--- src/design/hcb_pkg.sv ---
`timescale 1ns / 1ps
// Package for the Huffman code builder: request and result payload types.
// No dependencies.
package hcb_pkg;

    localparam int unsigned SYM_W   = 8;
    localparam int unsigned FREQ_W  = 24;
    localparam int unsigned LEN_W   = 5;
    localparam int unsigned CODE_W  = 31;

    localparam logic ACT_LOAD  = 1'b0;
    localparam logic ACT_BUILD = 1'b1;

    typedef struct packed {
        logic              action;
        logic [SYM_W-1:0]  symbol;
        logic [FREQ_W-1:0] frequency;
    } hcb_in_t;

    typedef struct packed {
        logic              [SYM_W-1:0]  out_symbol;
        logic              [LEN_W-1:0]  code_length;
        logic              [CODE_W-1:0] code_bits;
        logic                           last_code;
        logic                           overflow;
    } hcb_out_t;

endpackage

--- src/design/hcb_ram.sv ---
`timescale 1ns / 1ps
// Generic simple dual-port RAM: one write port, one read port, registered read.
// No dependencies.
module hcb_ram #(
    parameter int unsigned WIDTH = 8,
    parameter int unsigned DEPTH = 32
) (
    input  logic                     aclk,
    input  logic                     we,
    input  logic [$clog2(DEPTH)-1:0] waddr,
    input  logic [WIDTH-1:0]         wdata,
    input  logic                     re,
    input  logic [$clog2(DEPTH)-1:0] raddr,
    output logic [WIDTH-1:0]         rdata
);

    logic [WIDTH-1:0] mem [DEPTH];

    always_ff @(posedge aclk) begin
        if (we) begin
            mem[waddr] <= wdata;
        end
        if (re) begin
            rdata <= mem[raddr];
        end
    end

endmodule

--- src/design/huffman_code_builder.sv ---
`timescale 1ns / 1ps
// Huffman code builder top level: load sequencer, heap sift unit and tree walk.
// Depends on hcb_pkg and hcb_ram.
//
// Leaf requests (action 0) are taken one per cycle and written straight into
// the heap memory in load order; a leaf beyond SYMBOLS is dropped and flagged.
// A build request (action 1) holds s_ready low while one shared sift unit
// heapifies the leaves bottom-up, then pairs off the two lightest nodes until
// one is left (first extracted becomes the left child, ties never move).
// Each sift-down level reads the left child, reads the right child, then
// compares and writes back; each sift-up level reads the parent, then
// compares and writes back. The depth-first walk reads the child memory
// at each internal node, the symbol memory at each leaf and the stack
// memory on each pop, all with registered reads. One code result is then
// emitted per leaf, left-first; the last carries last_code. The result
// register lets a result wait on m_ready while new leaves load. A build
// with no leaves emits nothing and leaves the overflow flag as it was.
module huffman_code_builder #(
    parameter int unsigned SYMBOLS   = 32,
    parameter int unsigned FREQ_BITS = 24
) (
    input  logic            aclk,
    input  logic            aresetn,
    input  logic            s_valid,
    output logic            s_ready,
    input  hcb_pkg::hcb_in_t  s_data,
    output logic            m_valid,
    input  logic            m_ready,
    output hcb_pkg::hcb_out_t m_data
);
    import hcb_pkg::*;

    localparam int unsigned NODES = 2 * SYMBOLS - 1;
    localparam int unsigned NIW   = $clog2(NODES);
    localparam int unsigned HA    = $clog2(SYMBOLS);
    localparam int unsigned CW    = $clog2(SYMBOLS) + 2;
    localparam int unsigned LW    = $clog2(SYMBOLS + 1);
    localparam int unsigned FB    = (FREQ_BITS < FREQ_W) ? FREQ_BITS : FREQ_W;
    localparam int unsigned WW    = FB + $clog2(SYMBOLS);
    localparam int unsigned SW    = NIW + LEN_W + CODE_W;

    typedef struct packed {
        logic [NIW-1:0] node;
        logic [WW-1:0]  w;
    } heap_t;

    typedef enum logic [4:0] {
        S_IDLE, S_HFY_RD, S_HFY_LD, S_SD_L, S_SD_R, S_SD_CMP,
        S_TM0, S_TM1, S_TM2, S_MERGE, S_JOIN, S_PU_CHK, S_PU_CMP,
        S_ROOT, S_WALK, S_CHILD, S_EMIT, S_POP
    } state_t;

    typedef enum logic [1:0] {
        PH_HEAPIFY, PH_TAKE_A, PH_TAKE_B
    } phase_t;

    state_t          state_reg, state_next;
    phase_t          phase_reg, phase_next;
    logic [CW-1:0]   cnt_reg, cnt_next;
    logic [LW-1:0]   leaf_cnt_reg, leaf_cnt_next;
    logic            drop_reg, drop_next;
    logic [NIW-1:0]  nxt_reg, nxt_next;
    logic [CW-1:0]   idx_reg, idx_next;
    logic [CW-1:0]   pos_reg, pos_next;
    heap_t           x_reg, x_next;
    heap_t           lft_reg, lft_next;
    heap_t           top_reg, top_next;
    heap_t           a_reg, a_next;
    heap_t           new_reg, new_next;
    logic [NIW-1:0]  cur_node_reg, cur_node_next;
    logic [LEN_W-1:0]  cur_depth_reg, cur_depth_next;
    logic [CODE_W-1:0] cur_path_reg, cur_path_next;
    logic [HA:0]     sp_reg, sp_next;
    logic            m_valid_reg, m_valid_next;
    hcb_out_t        m_data_reg, m_data_next;

    // memory ports
    logic            heap_we, heap_re;
    logic [HA-1:0]   heap_waddr, heap_raddr;
    heap_t           heap_wdata, heap_rdata;
    logic            sym_we, sym_re;
    logic [HA-1:0]   sym_waddr, sym_raddr;
    logic [SYM_W-1:0] sym_wdata, sym_rdata;
    logic            kid_we, kid_re;
    logic [NIW-1:0]  kid_waddr, kid_raddr;
    logic [2*NIW-1:0] kid_wdata, kid_rdata;
    logic            stk_we, stk_re;
    logic [HA-1:0]   stk_waddr, stk_raddr;
    logic [SW-1:0]   stk_wdata, stk_rdata;

    logic [CW-1:0]   lchild, rchild, parent;
    logic            sift_done;
    heap_t           best;
    logic [CW-1:0]   best_idx;
    logic            is_leaf;

    assign lchild  = (pos_reg << 1) + CW'(1);
    assign rchild  = (pos_reg << 1) + CW'(2);
    assign parent  = (idx_reg - CW'(1)) >> 1;
    assign is_leaf = CW'(cur_node_reg) < CW'(leaf_cnt_reg);

    assign s_ready = (state_reg == S_IDLE);
    assign m_valid = m_valid_reg;
    assign m_data  = m_data_reg;

    always_comb begin
        state_next     = state_reg;
        phase_next     = phase_reg;
        cnt_next       = cnt_reg;
        leaf_cnt_next  = leaf_cnt_reg;
        drop_next      = drop_reg;
        nxt_next       = nxt_reg;
        idx_next       = idx_reg;
        pos_next       = pos_reg;
        x_next         = x_reg;
        lft_next       = lft_reg;
        top_next       = top_reg;
        a_next         = a_reg;
        new_next       = new_reg;
        cur_node_next  = cur_node_reg;
        cur_depth_next = cur_depth_reg;
        cur_path_next  = cur_path_reg;
        sp_next        = sp_reg;
        m_valid_next   = m_valid_reg;
        m_data_next    = m_data_reg;

        heap_we = 1'b0; heap_waddr = '0; heap_wdata = x_reg;
        heap_re = 1'b0; heap_raddr = '0;
        sym_we  = 1'b0; sym_waddr  = '0; sym_wdata  = s_data.symbol;
        sym_re  = 1'b0; sym_raddr  = cur_node_reg[HA-1:0];
        kid_we  = 1'b0; kid_waddr  = nxt_reg; kid_wdata = {a_reg.node, top_reg.node};
        kid_re  = 1'b0; kid_raddr  = cur_node_reg;
        stk_we  = 1'b0; stk_waddr  = sp_reg[HA-1:0];
        stk_wdata = '0;
        stk_re  = 1'b0; stk_raddr  = '0;

        sift_done = 1'b0;
        best      = x_reg;
        best_idx  = pos_reg;

        // drop the result once taken
        if (m_valid_reg && m_ready) begin
            m_valid_next = 1'b0;
        end

        case (state_reg)
            S_IDLE: begin
                if (s_valid) begin
                    if (s_data.action == ACT_LOAD) begin
                        if (CW'(leaf_cnt_reg) < CW'(SYMBOLS)) begin
                            heap_we    = 1'b1;
                            heap_waddr = leaf_cnt_reg[HA-1:0];
                            heap_wdata.node = NIW'(leaf_cnt_reg);
                            heap_wdata.w    = WW'(s_data.frequency[FB-1:0]);
                            sym_we     = 1'b1;
                            sym_waddr  = leaf_cnt_reg[HA-1:0];
                            leaf_cnt_next = leaf_cnt_reg + LW'(1);
                        end else begin
                            drop_next = 1'b1;
                        end
                    end else if (leaf_cnt_reg != '0) begin
                        cnt_next = CW'(leaf_cnt_reg);
                        nxt_next = NIW'(leaf_cnt_reg);
                        if (leaf_cnt_reg == LW'(1)) begin
                            state_next = S_MERGE;
                        end else begin
                            idx_next   = (CW'(leaf_cnt_reg) - CW'(2)) >> 1;
                            state_next = S_HFY_RD;
                        end
                    end
                end
            end
            S_HFY_RD: begin
                heap_re    = 1'b1;
                heap_raddr = idx_reg[HA-1:0];
                state_next = S_HFY_LD;
            end
            S_HFY_LD: begin
                x_next     = heap_rdata;
                pos_next   = idx_reg;
                phase_next = PH_HEAPIFY;
                state_next = S_SD_L;
            end
            S_SD_L: begin
                if (lchild < cnt_reg) begin
                    heap_re    = 1'b1;
                    heap_raddr = lchild[HA-1:0];
                    state_next = S_SD_R;
                end else begin
                    heap_we    = 1'b1;
                    heap_waddr = pos_reg[HA-1:0];
                    sift_done  = 1'b1;
                end
            end
            S_SD_R: begin
                lft_next = heap_rdata;
                if (rchild < cnt_reg) begin
                    heap_re    = 1'b1;
                    heap_raddr = rchild[HA-1:0];
                end
                state_next = S_SD_CMP;
            end
            S_SD_CMP: begin
                if (lft_reg.w < x_reg.w) begin
                    best     = lft_reg;
                    best_idx = lchild;
                end
                if (rchild < cnt_reg && heap_rdata.w < best.w) begin
                    best     = heap_rdata;
                    best_idx = rchild;
                end
                heap_we    = 1'b1;
                heap_waddr = pos_reg[HA-1:0];
                heap_wdata = best;
                if (best_idx == pos_reg) begin
                    sift_done = 1'b1;
                end else begin
                    pos_next   = best_idx;
                    state_next = S_SD_L;
                end
            end
            S_TM0: begin
                heap_re    = 1'b1;
                heap_raddr = '0;
                state_next = S_TM1;
            end
            S_TM1: begin
                top_next   = heap_rdata;
                heap_re    = 1'b1;
                heap_raddr = HA'(cnt_reg - CW'(1));
                state_next = S_TM2;
            end
            S_TM2: begin
                x_next     = heap_rdata;
                cnt_next   = cnt_reg - CW'(1);
                pos_next   = '0;
                state_next = S_SD_L;
            end
            S_MERGE: begin
                if (cnt_reg > CW'(1)) begin
                    phase_next = PH_TAKE_A;
                    state_next = S_TM0;
                end else begin
                    heap_re    = 1'b1;
                    heap_raddr = '0;
                    state_next = S_ROOT;
                end
            end
            S_JOIN: begin
                kid_we        = 1'b1;
                new_next.node = nxt_reg;
                new_next.w    = WW'(a_reg.w + top_reg.w);
                idx_next      = cnt_reg;
                cnt_next      = cnt_reg + CW'(1);
                nxt_next      = nxt_reg + NIW'(1);
                state_next    = S_PU_CHK;
            end
            S_PU_CHK: begin
                if (idx_reg == '0) begin
                    heap_we    = 1'b1;
                    heap_waddr = '0;
                    heap_wdata = new_reg;
                    state_next = S_MERGE;
                end else begin
                    heap_re    = 1'b1;
                    heap_raddr = parent[HA-1:0];
                    state_next = S_PU_CMP;
                end
            end
            S_PU_CMP: begin
                heap_we    = 1'b1;
                heap_waddr = idx_reg[HA-1:0];
                if (new_reg.w < heap_rdata.w) begin
                    heap_wdata = heap_rdata;
                    idx_next   = parent;
                    state_next = S_PU_CHK;
                end else begin
                    heap_wdata = new_reg;
                    state_next = S_MERGE;
                end
            end
            S_ROOT: begin
                cur_node_next  = heap_rdata.node;
                cur_depth_next = '0;
                cur_path_next  = '0;
                sp_next        = '0;
                state_next     = S_WALK;
            end
            S_WALK: begin
                if (is_leaf) begin
                    sym_re     = 1'b1;
                    state_next = S_EMIT;
                end else begin
                    kid_re     = 1'b1;
                    state_next = S_CHILD;
                end
            end
            S_CHILD: begin
                // push the right branch, descend left
                stk_we    = 1'b1;
                stk_wdata = {kid_rdata[NIW-1:0], cur_depth_reg + LEN_W'(1),
                             cur_path_reg[CODE_W-2:0], 1'b1};
                sp_next        = sp_reg + (HA+1)'(1);
                cur_node_next  = kid_rdata[2*NIW-1:NIW];
                cur_depth_next = cur_depth_reg + LEN_W'(1);
                cur_path_next  = {cur_path_reg[CODE_W-2:0], 1'b0};
                state_next     = S_WALK;
            end
            S_EMIT: begin
                if (!m_valid_reg || m_ready) begin
                    m_valid_next            = 1'b1;
                    m_data_next.out_symbol  = sym_rdata;
                    m_data_next.code_length = cur_depth_reg;
                    m_data_next.code_bits   = cur_path_reg;
                    m_data_next.last_code   = (sp_reg == '0);
                    m_data_next.overflow    = drop_reg;
                    if (sp_reg == '0) begin
                        leaf_cnt_next = '0;
                        drop_next     = 1'b0;
                        cnt_next      = '0;
                        state_next    = S_IDLE;
                    end else begin
                        stk_re     = 1'b1;
                        stk_raddr  = HA'(sp_reg - (HA+1)'(1));
                        sp_next    = sp_reg - (HA+1)'(1);
                        state_next = S_POP;
                    end
                end
            end
            S_POP: begin
                {cur_node_next, cur_depth_next, cur_path_next} = stk_rdata;
                state_next = S_WALK;
            end
            default: begin
                state_next = S_IDLE;
            end
        endcase

        // hand back to whoever started the sift
        if (sift_done) begin
            case (phase_reg)
                PH_HEAPIFY: begin
                    if (idx_reg == '0) begin
                        state_next = S_MERGE;
                    end else begin
                        idx_next   = idx_reg - CW'(1);
                        state_next = S_HFY_RD;
                    end
                end
                PH_TAKE_A: begin
                    a_next     = top_reg;
                    phase_next = PH_TAKE_B;
                    state_next = S_TM0;
                end
                PH_TAKE_B: begin
                    state_next = S_JOIN;
                end
                default: begin
                    state_next = S_IDLE;
                end
            endcase
        end
    end

    always_ff @(posedge aclk) begin
        if (!aresetn) begin
            state_reg    <= S_IDLE;
            phase_reg    <= PH_HEAPIFY;
            cnt_reg      <= '0;
            leaf_cnt_reg <= '0;
            drop_reg     <= 1'b0;
            sp_reg       <= '0;
            m_valid_reg  <= 1'b0;
        end else begin
            state_reg    <= state_next;
            phase_reg    <= phase_next;
            cnt_reg      <= cnt_next;
            leaf_cnt_reg <= leaf_cnt_next;
            drop_reg     <= drop_next;
            sp_reg       <= sp_next;
            m_valid_reg  <= m_valid_next;
        end
        nxt_reg       <= nxt_next;
        idx_reg       <= idx_next;
        pos_reg       <= pos_next;
        x_reg         <= x_next;
        lft_reg       <= lft_next;
        top_reg       <= top_next;
        a_reg         <= a_next;
        new_reg       <= new_next;
        cur_node_reg  <= cur_node_next;
        cur_depth_reg <= cur_depth_next;
        cur_path_reg  <= cur_path_next;
        m_data_reg    <= m_data_next;
    end

    hcb_ram #(.WIDTH($bits(heap_t)), .DEPTH(SYMBOLS)) u_heap_ram (
        .aclk(aclk), .we(heap_we), .waddr(heap_waddr), .wdata(heap_wdata),
        .re(heap_re), .raddr(heap_raddr), .rdata(heap_rdata)
    );

    hcb_ram #(.WIDTH(SYM_W), .DEPTH(SYMBOLS)) u_sym_ram (
        .aclk(aclk), .we(sym_we), .waddr(sym_waddr), .wdata(sym_wdata),
        .re(sym_re), .raddr(sym_raddr), .rdata(sym_rdata)
    );

    hcb_ram #(.WIDTH(2 * NIW), .DEPTH(NODES)) u_kid_ram (
        .aclk(aclk), .we(kid_we), .waddr(kid_waddr), .wdata(kid_wdata),
        .re(kid_re), .raddr(kid_raddr), .rdata(kid_rdata)
    );

    hcb_ram #(.WIDTH(SW), .DEPTH(SYMBOLS)) u_stk_ram (
        .aclk(aclk), .we(stk_we), .waddr(stk_waddr), .wdata(stk_wdata),
        .re(stk_re), .raddr(stk_raddr), .rdata(stk_rdata)
    );

endmodule

--- config.mk ---
export PLATFORM = sky130hd
export DESIGN_NAME = huffman_code_builder
export DESIGN_NICKNAME = d
export VERILOG_FILES = /design/src/design/hcb_pkg.sv /design/src/design/hcb_ram.sv /design/src/design/huffman_code_builder.sv
export SDC_FILE = /design/constraint.sdc
export NUM_CORES = 2
export LEC_CHECK = 0
export BUFFER_PORTS_ARGS = -buffer_cell sky130_fd_sc_hd__buf_2
export CAP_MARGIN = 20
export CORE_MARGIN = 3
export CORE_UTILIZATION = 55
export CTS_CLUSTER_DIAMETER = 200
export CTS_CLUSTER_SIZE = 10
export DETAILED_ROUTE_END_ITERATION = 7
export PLACE_DENSITY = 0.71
export SLEW_MARGIN = 20
export SYNTH_ARGS = -nofsm -noshare
export SYNTH_HDL_FRONTEND = slang
export SYNTH_SLANG_ARGS = --single-unit
--- constraint.sdc ---
create_clock -name aclk -period 7.3 [get_ports aclk]
set_input_delay 1.46 -clock aclk [delete_from_list [all_inputs] [get_ports aclk]]
set_output_delay 1.46 -clock aclk [all_outputs]
set_load 0.005 [all_outputs]
Word-level counts from Yosys, hierarchy flattened. Memories as Yosys holds them, arrays and structs flattened. A register that Yosys moved wholly into a read port is not among the register bits. Index checks and enable logic that the tools add are counted.

Order comparisons: 8. Reduce and logical (&&, ||, !) cells: 28. Mux-type cells: 119. Equality and inequality tests: 37. $add $sub $neg: 12.

Operator list (number): $mux W35 (8); $pmux W35 S4 (1); $mux W7 (17); $mux W5 (20); $pmux W31 S3 (1); $lt A29 B29 Y1 (3); $pmux W5 S15 (1); $mux W6 (10); $mux W42 (1); $pmux W7 S3 (2); $eq A5 B4 Y1 const B (8); $mux W1 (36); $pmux W6 S3 (2); $pmux W5 S3 (2); $add A29 B29 Y29 (1); $pmux W7 S4 (1); $pmux W5 S5 (1); $pmux W6 S2 (2); $reduce_and A6 Y1 (4); $eq A5 B3 Y1 const B (4); $pmux W5 S4 (1); $add A6 B1 Y6 const B (3); $add A7 B1 Y7 const B (2); $lt A7 B7 Y1 (2); 43 further kinds (71).

Memory bits (writable): 3476. Register bits after elaboration: 311. Memories kept: 4. Input port bits: 37. Logic and storage cells: 236.

Memories: u_stk_ram.mem (words 32, bits a word 42, read ports 1, clocked after Yosys merged registers in 1, wr ports 1, line hcb_ram.sv:17) `logic [WIDTH-1:0] mem [DEPTH];`; u_heap_ram.mem (words 32, bits a word 35, read ports 1, clocked after Yosys merged registers in 1, wr ports 1, line hcb_ram.sv:17); u_kid_ram.mem (words 63, bits a word 12, read ports 1, clocked after Yosys merged registers in 1, wr ports 1, line hcb_ram.sv:17); u_sym_ram.mem (words 32, bits a word 8, read ports 1, clocked after Yosys merged registers in 1, wr ports 1, line hcb_ram.sv:17).

Depth between registers and ports, before layout.
Depth after elaboration: 12. Gate-level depth with buffers: 24. Gate-level depth less buffers: 21.

By module. From an unflattened synthesis, not the netlist that was laid out.

Cells, all modules: 9032. Area total of the unflattened synthesis: 157069.4 µm².

By module, submodules not included: hcb_ram (u_stk_ram) (times used 1, cells an instance 2953, area an instance 53622.7 µm², sequential area each 41619.9 µm²); hcb_ram (u_heap_ram) (times used 1, cells an instance 2469, area an instance 44896.8 µm², sequential area each 34683.3 µm²); hcb_ram (u_kid_ram) (times used 1, cells an instance 1398, area an instance 29761.0 µm², sequential area each 23062.1 µm²); huffman_code_builder (times used 1, cells an instance 1795, area an instance 18655.4 µm², sequential area each 8988.6 µm²); hcb_ram (u_sym_ram) (times used 1, cells an instance 417, area an instance 10133.5 µm², sequential area each 7927.6 µm²).

Worst setup path before layout. OpenSTA, ideal clock, no wires.

Kind: register -> register. Start point: register x_reg[20] in the netlist's numbering. End point: memory u_heap_ram.mem[0][11] in the netlist's numbering, data pin. Buffers on the path: 4. Setup time: 0.377 ns. Setup slack: 1.154 ns. Cell stages (with the launch flop): 25. Arrival: 5.770 ns. Required time: 6.923 ns. Cells stage by stage: edfxtp_1 inv_1 ha_1 a21o_1 a221o_1 a221o_1 o21ba_1 o21a_1 buf_4 clkbuf_1 nor2_1 a21oi_1 ha_1 a21oi_1 nor2b_1 o41ai_1 nand3_1 a2111oi_0 o21a_1 nor2_1 o2bb2ai_1 buf_2 buf_1 a221oi_1 a21oi_1.

RTL lines: from (decl) (line huffman_code_builder.sv:65) `heap_t x_reg, x_next;`; from (signal assigned) (line huffman_code_builder.sv:386) `x_reg <= x_next;`; to (decl) (line hcb_ram.sv:17).

==> flow_summary_export.csv <==
group,metric,value,unit
synth,synth_flop_cell,"edfxtp_1",
routing,ant_nets,0,
synth,syn_nets,10720,
placement,place.gp.congestion,0.9031,
clock_tree,cts_tree,"done",
synth,synth-async-reset-ratio,0,
synth,ys_seq_elements,3884,
power,p_sw_frac,0.2570,
sta,maxSlewHeadroom,0.1867,
synth,yosys_warnings,0,
min_path,hp-start,"drop_reg",
finish,final_area,174900,sq um
finish,final_common_cell,"edfxtp_1",
power,leakage,57.35,nW
finish,drive_above_1_share,0.1294,
power,seq_power_share,0.517,
power,comb_power_share,0.127,
routing,first_pass_iters,7,
die,core,283000,sq um
power,p_int,0.03895,W
die,rows,195,
power,p_clk_frac,0.355,
synth,synth_edf_count,3849,
clock_tree,numCtsBuffers,426,
clock_tree,clk_pin_slew,0.06,ns
sta,fin_tns_setup,0,ns
routing,drc,0,
synth,yosysSeqAreaShare,0.7410,
synth,syn_area_per_cell,14.90,sq um
die,ioPinCount,85,
global_route,grt-busiest-layer,"met2",
sta,rsz0062_at_grt,"no",
synth,yosys.area.top_type,"edfxtp_1",
die,die_h,540.2,um
finish,fillers,19870,
clock_tree,post_cts_buffers,0,
global_route,gr-total-overflow,0,
job,maxCapViolCount,0,
power,vdd_ir_drop_max,0.0002455,V
global_route,grtUsageMet2,0.4420,
sta,worst_pin_slew,1.220,ns
clock_tree,clock_sinks,3884,
global_route,grt_pass1_wl,620800,um
routing,wire_per_inst,29.21,um
clock_tree,htreeDepth,5,
global_route,met1_usage,0.4110,
synth,netlist_instances,10540,
setup_path,crit-reg2reg-launch,"x_reg[20]",
global_route,gr-usage-met3,0.04742,
sta,fin_crit_sh,0.9389,
synth,synthTopCellsByArea,"edfxtp_1 (74%), nand2_1 (5.2%), mux4_2 (4.6%)",
sta,worst_hold_slack,0.4189,ns
synth,syn_area,156900,sq um
finish,final_nets,10860,
sta,drv_slew,0,
sta,fmax,145.9,MHz
finish,layout_common_cells,"edfxtp_1 (3849), nand2_1 (2171), nand3_1 (837)",
placement,portBuffers,84,
die,die-area,291800,sq um
die,initial_core_util,0.5545,
global_route,antenna_found_initial,13,
run_status,outcome,"completed",
finish,areaGrowthSynthToFinish,11.42,%
sta,setup_violations,0,
finish,largest_reg_flops,1344,
setup_path,crit_path_start_kind,"register",
min_path,hold_path.class,"register to register",
power,power_switching,0.01348,W
global_route,grt_start_max_net_pins,229,
clock_tree,cts_buffer_depth,4,
placement,placed_cell_area,163200,sq um
setup_path,critPathLaunch,"x_reg[20]",
routing,wirelength,423800,um
synth,netlist.area_leader.share,0.7365,
finish,fin_util,0.6178,
setup_path,criticalPathCategory,"register to register",
sta,period_needed,6.854,ns
placement,dp_hpwl,235400,um
routing,route.vias.total,95960,
finish,reg_top3,"u_stk_ram.mem: 1344 flops, u_heap_ram.mem: 1120 flops, u_kid_ram.mem: 756 flops",
global_route,track_usage,0.2853,
setup_path,crit_fanout,32,
routing,first_iter_violations,14330,
setup_path,critPathRequiredTime,7.99,ns
synth,ys_types,83,
setup_path,arrival,7.55,ns
sta,fin_worst_skew,0.09178,ns
clock_tree,cts_root_buf,"clkbuf_16",
global_route,grt_pass1_vias,93100,
setup_path,endpoint_kind,"register",
die,die_width,540.2,um
clock_tree,clkLatencyLatePin,0.97,ns
routing,vias_per_cell,6.615,
sta,hold_viol,0,
finish,top_register,"u_stk_ram.mem",
power,power.density,299.8,nW/um^2
## area by class of cell
type / instances / area [sq um] / share of cell area
Antenna cell: 10 / 25.02 / 0.0001431
Multi-Input combinational cell: 5857 / 38490 / 0.2201
Clock inverter: 23 / 441.7 / 0.002526
Inverter: 102 / 384.1 / 0.002197
Tap cell: 3743 / 4683 / 0.02678
Timing Repair Buffer: 406 / 3567 / 0.02040
Clock buffer: 482 / 10980 / 0.06278
Sequential cell: 3884 / 116300 / 0.6650
## synth_stat cells (all sizes together), types with 8 or more instances
master,n
and3,132
ha,149
inv,99
a21oi,177
a222oi,15
buf,139
nand3b,15
nand4,11
mux4,320
o211ai,20
clkbuf,553
nor3,24
a311oi,425
a211oi,217
nand2,2174
and2,260
a311o,34
nand4b,35
mux2i,32
xnor2,40
a221oi,47
mux2,8
nor2,295
xor2,17
a22oi,11
dfxtp,35
or2,20
nand2b,15
or3b,10
nor2b,17
o21ai,211
a221o,10
o21a,20
a21o,112
nand3,838
edfxtp,3849
a31oi,59
## routing by layer
layer  share of wire  vias up
met1            0.39    48450
met5        0.000080        -
li1                -    40470
met2            0.46     6055
met3            0.11      985
met4           0.040        6
## cells by family after synthesis
group	Yosys count	share of synthesized area
flip-flops	3884	0.7410
AND/OR/NAND/NOR	3869	0.1091
AO/OA/AOI/OAI	1421	0.06659
buffers and inverters	794	0.01960
multiplexers	360	0.04854
adder cells (fa/ha/maj)	150	0.01201
XOR/XNOR	57	0.003181
## through the flow
stage	setup WS, ns	instances	power, W
floorplan	1.154	10540	0.03137
finish	0.4460	14510	0.05243
detailed placement	0.2071	13990	0.03407
global route	0.08333	14500	0.05405
global placement	0.06333	13970	0.03383
CTS	0.1776	14490	0.05244
## critical path, stage by stage (launching register included)
cell,delay [ns]
edfxtp_1,0.39
inv_1,0.13
ha_1,0.26
a21o_1,0.18
a221o_1,0.36
a221o_1,0.39
o21ba_1,0.26
o21a_2,0.17
buf_4,0.41
nor2_1,0.08
a21oi_1,0.18
ha_1,0.28
a211oi_1,0.24
o21ai_0,0.14
o211ai_1,0.13
nand3_1,0.12
a2111oi_1,0.84
o21a_1,0.30
nor2_1,0.10
o2bb2ai_4,0.46
buf_4,0.34
a221oi_1,0.14
nor2b_1,0.18
o22ai_2,0.13
buf_4,0.35
## power groups by stage
stage | Combinational (W) | Sequential [W] | Clock, W
after CTS | 0.00654 | 0.0271 | 0.0188
after detailed placement | 0.00651 | 0.0276 | 0
after global routing | 0.00725 | 0.0271 | 0.0197
after global placement | 0.00629 | 0.0275 | 0
final | 0.00668 | 0.0271 | 0.0186
after floorplan | 0.00405 | 0.0273 | 0
## what timing repair did
action | in CTS | in global routing
hold buffers | 0 | 0
gates resized for setup | 0 | 1
hold endpoints to repair | 0 | 0
endpoints found under the setup margin | 0 | 289
## final timing paths
check	to	slack, ns	cells past startpoint
worst max-delay path	u_heap_ram.mem[1][6]	0.45	24
worst min-delay path	m_data[0]	0.42	0
worst max register to register	u_heap_ram.mem[1][6]	0.45	24
worst min register to register	m_data[0]	0.42	0
Note: power is estimated with default switching activity, not from simulation.
